==> src/m3h_pkg.sv <==
// Shared types, constants and helper functions for the MurmurHash3 x86_32 key hasher.
// Used by the controller, the datapath, the top level and the port checker.
package m3h_pkg;

    localparam logic [31:0] MIX_C1       = 32'hcc9e2d51;
    localparam logic [31:0] MIX_C2       = 32'h1b873593;
    localparam logic [31:0] MIX_ADD      = 32'he6546b64;
    localparam logic [31:0] FIN_C1       = 32'h85ebca6b;
    localparam logic [31:0] FIN_C2       = 32'hc2b2ae35;
    localparam logic [31:0] DEFAULT_SEED = 32'hAA6F3B22;

    localparam logic [4:0]  INDEX_BITS_RESET = 5'd4;
    localparam int unsigned PADDR_W          = 3;

    // Register indexes on the configuration port (byte address bit 2).
    localparam logic REG_SEED       = 1'b0;
    localparam logic REG_INDEX_BITS = 1'b1;

    localparam logic [2:0] FULL_WORD = 3'd4;

    typedef struct packed {
        logic [31:0] key_word;
        logic [2:0]  byte_count;
        logic        last_word;
    } in_item_t;

    typedef struct packed {
        logic [31:0] hash_value;
        logic [30:0] bucket_index;
    } out_item_t;

    typedef enum logic [2:0] {
        DP_NOP,
        DP_LOAD,
        DP_MUL1,
        DP_MUL2,
        DP_MIX,
        DP_FIN1,
        DP_FIN2,
        DP_EMIT
    } dp_op_t;

    typedef struct packed {
        dp_op_t op;
    } dp_cmd_t;

    typedef struct packed {
        logic last;
    } dp_status_t;

    function automatic logic [31:0] rotl15(input logic [31:0] x);
        return {x[16:0], x[31:17]};
    endfunction

    function automatic logic [31:0] rotl13(input logic [31:0] x);
        return {x[18:0], x[31:19]};
    endfunction

    // Counts of 5 to 7 behave as a full word.
    function automatic logic [2:0] clamp_count(input logic [2:0] cnt);
        return (cnt > FULL_WORD) ? FULL_WORD : cnt;
    endfunction

    // Clears the bytes above the valid count; a full or empty word passes unchanged.
    function automatic logic [31:0] mask_word(input logic [31:0] w, input logic [2:0] cnt);
        logic [31:0] r;
        case (cnt)
            3'd1:    r = {24'd0, w[7:0]};
            3'd2:    r = {16'd0, w[15:0]};
            3'd3:    r = {8'd0, w[23:0]};
            default: r = w;
        endcase
        return r;
    endfunction

endpackage

==> src/murmur3_32_key_hash.sv <==
// MurmurHash3 x86_32 key hasher, top level: configuration registers and unit wiring.
// Depends on m3h_pkg, m3h_ctrl and m3h_dp.
//
// A key arrives as little-endian 32-bit words, one request per word, with a byte count
// and a last-word flag; the block returns one request per key carrying the hash and
// the hash masked to index_bits bits. A word that is not last steps through MUL1, MUL2
// and MIX before the next word can be taken. The last word of a key also steps through
// FIN1, FIN2 and EMIT until its result is loaded into the output register, and the
// next word can be taken in the cycle after the load. The load waits while the
// previous result is held and not taken. The single shared 32x32 multiplier forms the
// two scramble products of each word and the two finalizer products in turn. A
// finished result waits in the output register while the next key is being taken in.
// The seed is sampled when a key starts and index_bits when the result is loaded, so
// both must be written while the block is idle; the block does not enforce it.
module murmur3_32_key_hash (
    input  logic                                aclk,
    input  logic                                aresetn,
    input  logic                                s_valid,
    output logic                                s_ready,
    input  m3h_pkg::in_item_t                   s_data,
    output logic                                m_valid,
    input  logic                                m_ready,
    output m3h_pkg::out_item_t                  m_data,
    input  logic                                psel,
    input  logic                                penable,
    input  logic                                pwrite,
    input  logic [m3h_pkg::PADDR_W-1:0]         paddr,
    input  logic [31:0]                         pwdata,
    output logic [31:0]                         prdata,
    output logic                                pready
);
    import m3h_pkg::*;

    logic [31:0] seed_reg, seed_next;
    logic [4:0]  index_bits_reg, index_bits_next;
    logic        wr_en;
    dp_cmd_t     cmd;
    dp_status_t  status;

    assign pready = 1'b1;
    assign wr_en  = psel && penable && pwrite;

    always_comb begin
        seed_next       = seed_reg;
        index_bits_next = index_bits_reg;
        if (wr_en) begin
            unique case (paddr[2])
                REG_SEED:       seed_next       = pwdata;
                REG_INDEX_BITS: index_bits_next = pwdata[4:0];
                default: ;
            endcase
        end
    end

    always_comb begin
        unique case (paddr[2])
            REG_SEED:       prdata = seed_reg;
            REG_INDEX_BITS: prdata = {27'd0, index_bits_reg};
            default:        prdata = 32'd0;
        endcase
    end

    always_ff @(posedge aclk) begin
        if (!aresetn) begin
            seed_reg       <= 32'd0;
            index_bits_reg <= INDEX_BITS_RESET;
        end else begin
            seed_reg       <= seed_next;
            index_bits_reg <= index_bits_next;
        end
    end

    m3h_ctrl u_ctrl (
        .aclk    (aclk),
        .aresetn (aresetn),
        .s_valid (s_valid),
        .s_ready (s_ready),
        .m_valid (m_valid),
        .m_ready (m_ready),
        .cmd     (cmd),
        .status  (status)
    );

    m3h_dp u_dp (
        .aclk       (aclk),
        .aresetn    (aresetn),
        .cmd        (cmd),
        .status     (status),
        .s_data     (s_data),
        .seed       (seed_reg),
        .index_bits (index_bits_reg),
        .m_data     (m_data)
    );

endmodule

==> src/m3h_ctrl.sv <==
// Sequencer for the MurmurHash3 key hasher: steps the datapath through mixing and finalizing.
// Depends on m3h_pkg for the command and status types.
module m3h_ctrl (
    input  logic               aclk,
    input  logic               aresetn,
    input  logic               s_valid,
    output logic               s_ready,
    output logic               m_valid,
    input  logic               m_ready,
    output m3h_pkg::dp_cmd_t   cmd,
    input  m3h_pkg::dp_status_t status
);
    import m3h_pkg::*;

    typedef enum logic [6:0] {
        S_IDLE = 7'b0000001,
        S_MUL1 = 7'b0000010,
        S_MUL2 = 7'b0000100,
        S_MIX  = 7'b0001000,
        S_FIN1 = 7'b0010000,
        S_FIN2 = 7'b0100000,
        S_EMIT = 7'b1000000
    } state_t;

    state_t state_reg, state_next;
    logic   m_valid_reg, m_valid_next;
    logic   emit_go;

    // The result register may be loaded once its previous request has left.
    assign emit_go = (state_reg == S_EMIT) && (!m_valid_reg || m_ready);
    assign s_ready = (state_reg == S_IDLE);
    assign m_valid = m_valid_reg;

    always_comb begin
        state_next = state_reg;
        cmd.op     = DP_NOP;
        unique case (state_reg)
            S_IDLE: begin
                if (s_valid) begin
                    cmd.op     = DP_LOAD;
                    state_next = S_MUL1;
                end
            end
            S_MUL1: begin
                cmd.op     = DP_MUL1;
                state_next = S_MUL2;
            end
            S_MUL2: begin
                cmd.op     = DP_MUL2;
                state_next = S_MIX;
            end
            S_MIX: begin
                cmd.op     = DP_MIX;
                state_next = status.last ? S_FIN1 : S_IDLE;
            end
            S_FIN1: begin
                cmd.op     = DP_FIN1;
                state_next = S_FIN2;
            end
            S_FIN2: begin
                cmd.op     = DP_FIN2;
                state_next = S_EMIT;
            end
            S_EMIT: begin
                if (emit_go) begin
                    cmd.op     = DP_EMIT;
                    state_next = S_IDLE;
                end
            end
            default: state_next = S_IDLE;
        endcase
    end

    always_comb begin
        m_valid_next = m_valid_reg;
        if (emit_go) begin
            m_valid_next = 1'b1;
        end else if (m_ready) begin
            m_valid_next = 1'b0;
        end
    end

    always_ff @(posedge aclk) begin
        if (!aresetn) begin
            state_reg   <= S_IDLE;
            m_valid_reg <= 1'b0;
        end else begin
            state_reg   <= state_next;
            m_valid_reg <= m_valid_next;
        end
    end

endmodule

==> src/m3h_dp.sv <==
// Datapath for the MurmurHash3 key hasher: running hash, length, one shared multiplier.
// Depends on m3h_pkg for constants, helper functions and the command and status types.
module m3h_dp (
    input  logic                aclk,
    input  logic                aresetn,
    input  m3h_pkg::dp_cmd_t    cmd,
    output m3h_pkg::dp_status_t status,
    input  m3h_pkg::in_item_t   s_data,
    input  logic [31:0]         seed,
    input  logic [4:0]          index_bits,
    output m3h_pkg::out_item_t  m_data
);
    import m3h_pkg::*;

    logic [31:0] word_reg, word_next;
    logic [2:0]  cnt_reg, cnt_next;
    logic        last_reg, last_next;
    logic [31:0] k_reg, k_next;
    logic [31:0] hash_reg, hash_next;
    logic [31:0] len_reg, len_next;
    logic        in_key_reg, in_key_next;
    out_item_t   out_reg, out_next;

    logic [31:0] mul_a, mul_b, mul_p;
    logic [31:0] mixed, rot, fin_x, fin_h, bucket_mask;
    logic [2:0]  cnt_in;

    assign cnt_in = clamp_count(s_data.byte_count);
    assign mixed  = hash_reg ^ k_reg;
    assign rot    = rotl13(mixed);
    assign fin_x  = hash_reg ^ len_reg;
    assign fin_h  = k_reg ^ (k_reg >> 16);
    assign bucket_mask = ~(32'hFFFFFFFF << index_bits);

    // One multiplier serves both scramble products and both finalizer products.
    always_comb begin
        mul_a = word_reg;
        mul_b = MIX_C1;
        case (cmd.op)
            DP_MUL2: begin
                mul_a = rotl15(k_reg);
                mul_b = MIX_C2;
            end
            DP_FIN1: begin
                mul_a = fin_x ^ (fin_x >> 16);
                mul_b = FIN_C1;
            end
            DP_FIN2: begin
                mul_a = k_reg ^ (k_reg >> 13);
                mul_b = FIN_C2;
            end
            default: begin
                mul_a = word_reg;
                mul_b = MIX_C1;
            end
        endcase
    end

    assign mul_p = mul_a * mul_b;

    always_comb begin
        word_next   = word_reg;
        cnt_next    = cnt_reg;
        last_next   = last_reg;
        k_next      = k_reg;
        hash_next   = hash_reg;
        len_next    = len_reg;
        in_key_next = in_key_reg;
        out_next    = out_reg;
        unique case (cmd.op)
            DP_NOP: ;
            DP_LOAD: begin
                word_next   = mask_word(s_data.key_word, cnt_in);
                cnt_next    = cnt_in;
                last_next   = s_data.last_word;
                in_key_next = 1'b1;
                // A word arriving outside a key opens a new one.
                if (!in_key_reg) begin
                    hash_next = (seed == 32'd0) ? DEFAULT_SEED : seed;
                    len_next  = 32'd0;
                end
            end
            DP_MUL1, DP_MUL2, DP_FIN1, DP_FIN2: begin
                k_next = mul_p;
            end
            DP_MIX: begin
                if (cnt_reg == FULL_WORD) begin
                    // Multiply by five as a shift and add.
                    hash_next = (rot << 2) + rot + MIX_ADD;
                end else if (cnt_reg != 3'd0) begin
                    hash_next = mixed;
                end
                len_next = len_reg + {29'd0, cnt_reg};
                if (last_reg) begin
                    in_key_next = 1'b0;
                end
            end
            DP_EMIT: begin
                out_next.hash_value   = fin_h;
                out_next.bucket_index = fin_h[30:0] & bucket_mask[30:0];
            end
            default: ;
        endcase
    end

    always_ff @(posedge aclk) begin
        if (!aresetn) begin
            in_key_reg <= 1'b0;
        end else begin
            in_key_reg <= in_key_next;
        end
    end

    always_ff @(posedge aclk) begin
        word_reg <= word_next;
        cnt_reg  <= cnt_next;
        last_reg <= last_next;
        k_reg    <= k_next;
        hash_reg <= hash_next;
        len_reg  <= len_next;
        out_reg  <= out_next;
    end

    assign status.last = last_reg;
    assign m_data      = out_reg;

endmodule

==> config.mk <==
export PLATFORM = sky130hd
export DESIGN_NAME = murmur3_32_key_hash
export DESIGN_NICKNAME = d
export VERILOG_FILES = /design/src/m3h_pkg.sv /design/src/murmur3_32_key_hash.sv /design/src/m3h_ctrl.sv /design/src/m3h_dp.sv
export SDC_FILE = /design/constraint.sdc
export NUM_CORES = 2
export LEC_CHECK = 0
export ABC_AREA = 0
export BUFFER_PORTS_ARGS = -buffer_cell sky130_fd_sc_hd__buf_2
export CORE_MARGIN = 2
export CORE_UTILIZATION = 45
export DETAILED_ROUTE_END_ITERATION = 6
export GPL_TIMING_DRIVEN = 0
export PLACE_DENSITY_LB_ADDON = 0.05
export SETUP_SLACK_MARGIN = 0.3
export SYNTH_ARGS = -nofsm -noshare
export SYNTH_HDL_FRONTEND = slang
export SYNTH_SLANG_ARGS = --single-unit
==> constraint.sdc <==
create_clock -name aclk -period 18.5 [get_ports aclk]
set_input_delay 3.7 -clock aclk [delete_from_list [all_inputs] [get_ports aclk]]
set_output_delay 3.7 -clock aclk [all_outputs]
set_load 0.01 [all_outputs]
==> impl_metrics.tcl <==
set metrics [dict create \
    synthToLayoutAreaGrowth_pct 10.6 \
    ios 176 \
    hold_viol 0 \
    fin_ws_ns 6.69 \
    placed_area_sq_um 29700 \
    synthDistinctLibCells 77 \
    seq_area_frac_synth 0.245 \
    setup_viol 0 \
    vias 21624 \
    postSynthAreaPerCell_sq_um 9.69 \
    wl_microns 109000 \
    ys_warn_count 0 \
    synth_top_area_cell "fa_1" \
    period_needed_ns 11.81 \
    first_pass_iters 5 \
    synthFlopType "edfxtp_1" \
    status "finished, final reports clean" \
    finClkSkew_ns 0.0315 \
    hold_path.class "flop to flop" \
    netlist.area_leader.share 0.284 \
    fin_cells 3870 \
    viasPerCell 5.59 \
    h-tree-depth 1 \
    drive_above_1_share 0.0900 \
    finalCritPeriodShare 0.639 \
    maxCapViolCount 0 \
    grt_pass1_vias 22023 \
    place_ws_ns 6.26 \
    die_h_microns 252 \
    cts-resized-gates 0 \
    slew_viol_final 0 \
    async_flop_share 0 \
    drt-wirelength-per-cell_microns 28.1 \
    post_cts_buffers 0 \
    port_buffers 171 \
    critical_path_class "input pin to flop" \
    clk_path_buf_depth 3 \
    max_freq_mhz 84.6 \
    grt_max_degree 37 \
    largest_reg_flops 63 \
    core-area_sq_um 60600 \
    syn_area_sq_um 27700 \
    grt_pass1_wl_microns 154000 \
    fillers 5788 \
    gr-usage-all-layers 0.346 \
    hpwl_microns 91900 \
    synth_edf_count 195 \
    core.rowCount 90 \
    die_x_microns 252 \
    n_antenna_cell 0 \
    crit_arrival_ns 12.16 \
    rsz0062_at_grt "no" \
    synth_fp_nets 3523 \
    yosys-top-cells-area "fa_1 28%, edfxtp_1 21%, ha_1 9.0%" \
    numCtsBuffers 30 \
    cp-end-kind "flop" \
    path_max_fanout 29 \
    synth_seq_cells 241 \
    gp_congestion 1.03 \
    fin_area_sq_um 30600 \
    clk_latency_ns 0.62 \
    drt_iter0_drc 1914 \
    worst_pin_slew_ns 1.40 \
    synth_cells 2855 \
    required_ns 18.85 \
    ant_nets 0 \
    ctsHoldBuffers 0 \
    start_kind "input pin" \
    dieArea_sq_um 63500 \
    nNetsFinal 3735 \
    initial_core_util 0.456 \
    cts-root-buf "clkbuf_16" \
    grt_overflow 0 \
    clkTransAtPathRegs_ns 0.07 \
    final.setup.tns_ns 0 \
    cts_sinks 241 \
    cts_tree "yes" \
    antenna_found_initial 1 \
    drt_drc_violations_left 0 \
    dp.cells 3817 \
    slew-limit-headroom 0.0607 \
]
-- cell families (layout without fill, tap and decap cells) --
group / after synthesis / after routing / synth area share
AO/OA/AOI/OAI: 350 / 350 / 0.0794
XOR/XNOR: 249 / 249 / 0.0799
multiplexers: 13 / 13 / 0.00493
AND/OR/NAND/NOR: 746 / 746 / 0.125
adder cells (fa/ha/maj): 590 / 590 / 0.373
other: 1 / 1 / 0.000136
buffers and inverters: 665 / 898 / 0.0918
flip-flops: 241 / 241 / 0.245
-- routing by layer --
metal | part of all wire | track usage | vias to the layer above
met5 | 0 | 0 | -
met4 | 0.062 | 0.174 | 0
met3 | 0.071 | 0.0495 | 243
met2 | 0.46 | 0.555 | 932
met1 | 0.41 | 0.460 | 11016
li1 | - | - | 9433
-- through the flow --
step / hold WS [ns] / utilization
after floorplan: 0.424 / -
after global placement: 0.434 / 0.487
after detailed placement: 0.430 / 0.490
after CTS: 0.430 / 0.505
after global routing: 0.446 / 0.505
final: 0.435 / 0.505
-- cells in the mapped netlist, types with 10 or more instances --
cell type  count
inv_1        562
fa_1         392
nand2_1      303
ha_1         198
edfxtp_1     195
nor2_1       186
xnor2_1      142
a21oi_1      106
xor2_1       105
o21ai_0       82
clkbuf_1      81
nor2b_1       62
a21boi_0      48
dfxtp_1       46
nand3_1       39
a21o_1        28
and2_1        27
and3_1        23
nand2b_1      21
nor3_1        13
a22oi_1       11
nand4_1       11
nor4_1        11
or2_2         11
a31oi_1       10
or3_1         10
-- placed cells by master, fill, tap and decap left out, drive strengths merged, types with 10 or more instances in the layout --
master,count
nor2b,62
a21oi,106
a22oi,12
a21o,28
xnor2,142
or3,11
buf,199
nand3,39
or2,11
and3,23
nand4,11
inv,566
nor4,12
clkinv,12
ha,198
nor2,188
o21ai,87
nor3,13
clkbuf,119
xor2,105
a21boi,48
nand2,305
and2,27
dfxtp,46
a31oi,10
edfxtp,195
fa,392
nand2b,22
-- critical path, cell delays in order --
cell	delay, ns
buf_2	0.09
nand2b_1	0.16
nor2b_4	0.27
o311ai_1	0.44
clkbuf_1	0.79
nand2_1	0.18
fa_1	0.58
inv_1	0.05
fa_1	0.47
inv_1	0.05
fa_1	0.51
inv_1	0.06
fa_1	0.53
inv_1	0.05
fa_1	0.65
fa_1	0.49
fa_1	0.52
xnor2_1	0.19
xnor2_1	0.14
xnor2_1	0.65
xnor2_1	0.19
xnor2_1	0.28
xnor2_1	0.20
xnor2_1	0.16
xnor3_1	0.28
xnor3_1	0.27
xnor2_1	0.15
-- area by class of cell --
cell class | instances | area (sq um) | area share
sequential | 241 | 6780 | 0.222
tap | 782 | 978 | 0.0320
timing repair buffer | 180 | 986 | 0.0322
inverter | 565 | 2130 | 0.0695
buffer | 100 | 414 | 0.0135
multi-input combinational | 1949 | 18400 | 0.601
clock buffer | 38 | 822 | 0.0269
clock inverter | 15 | 110 | 0.00360
-- worst paths after layout --
path | from | depth (start not counted) | slack (ns) | end
worst min register to register | u_dp.k_reg[31] | 0 | 0.43 | u_dp.m_data[62]
worst max-delay path | m_ready | 27 | 6.69 | u_dp.k_reg[31]
worst min-delay path | u_dp.k_reg[31] | 0 | 0.43 | u_dp.m_data[62]
worst max register to register | u_ctrl.state_reg[0] | 27 | 7.21 | u_dp.k_reg[31]
Power is not shown: default switching activity piles up to over one toggle a cycle in this logic, so the estimate is an artifact.
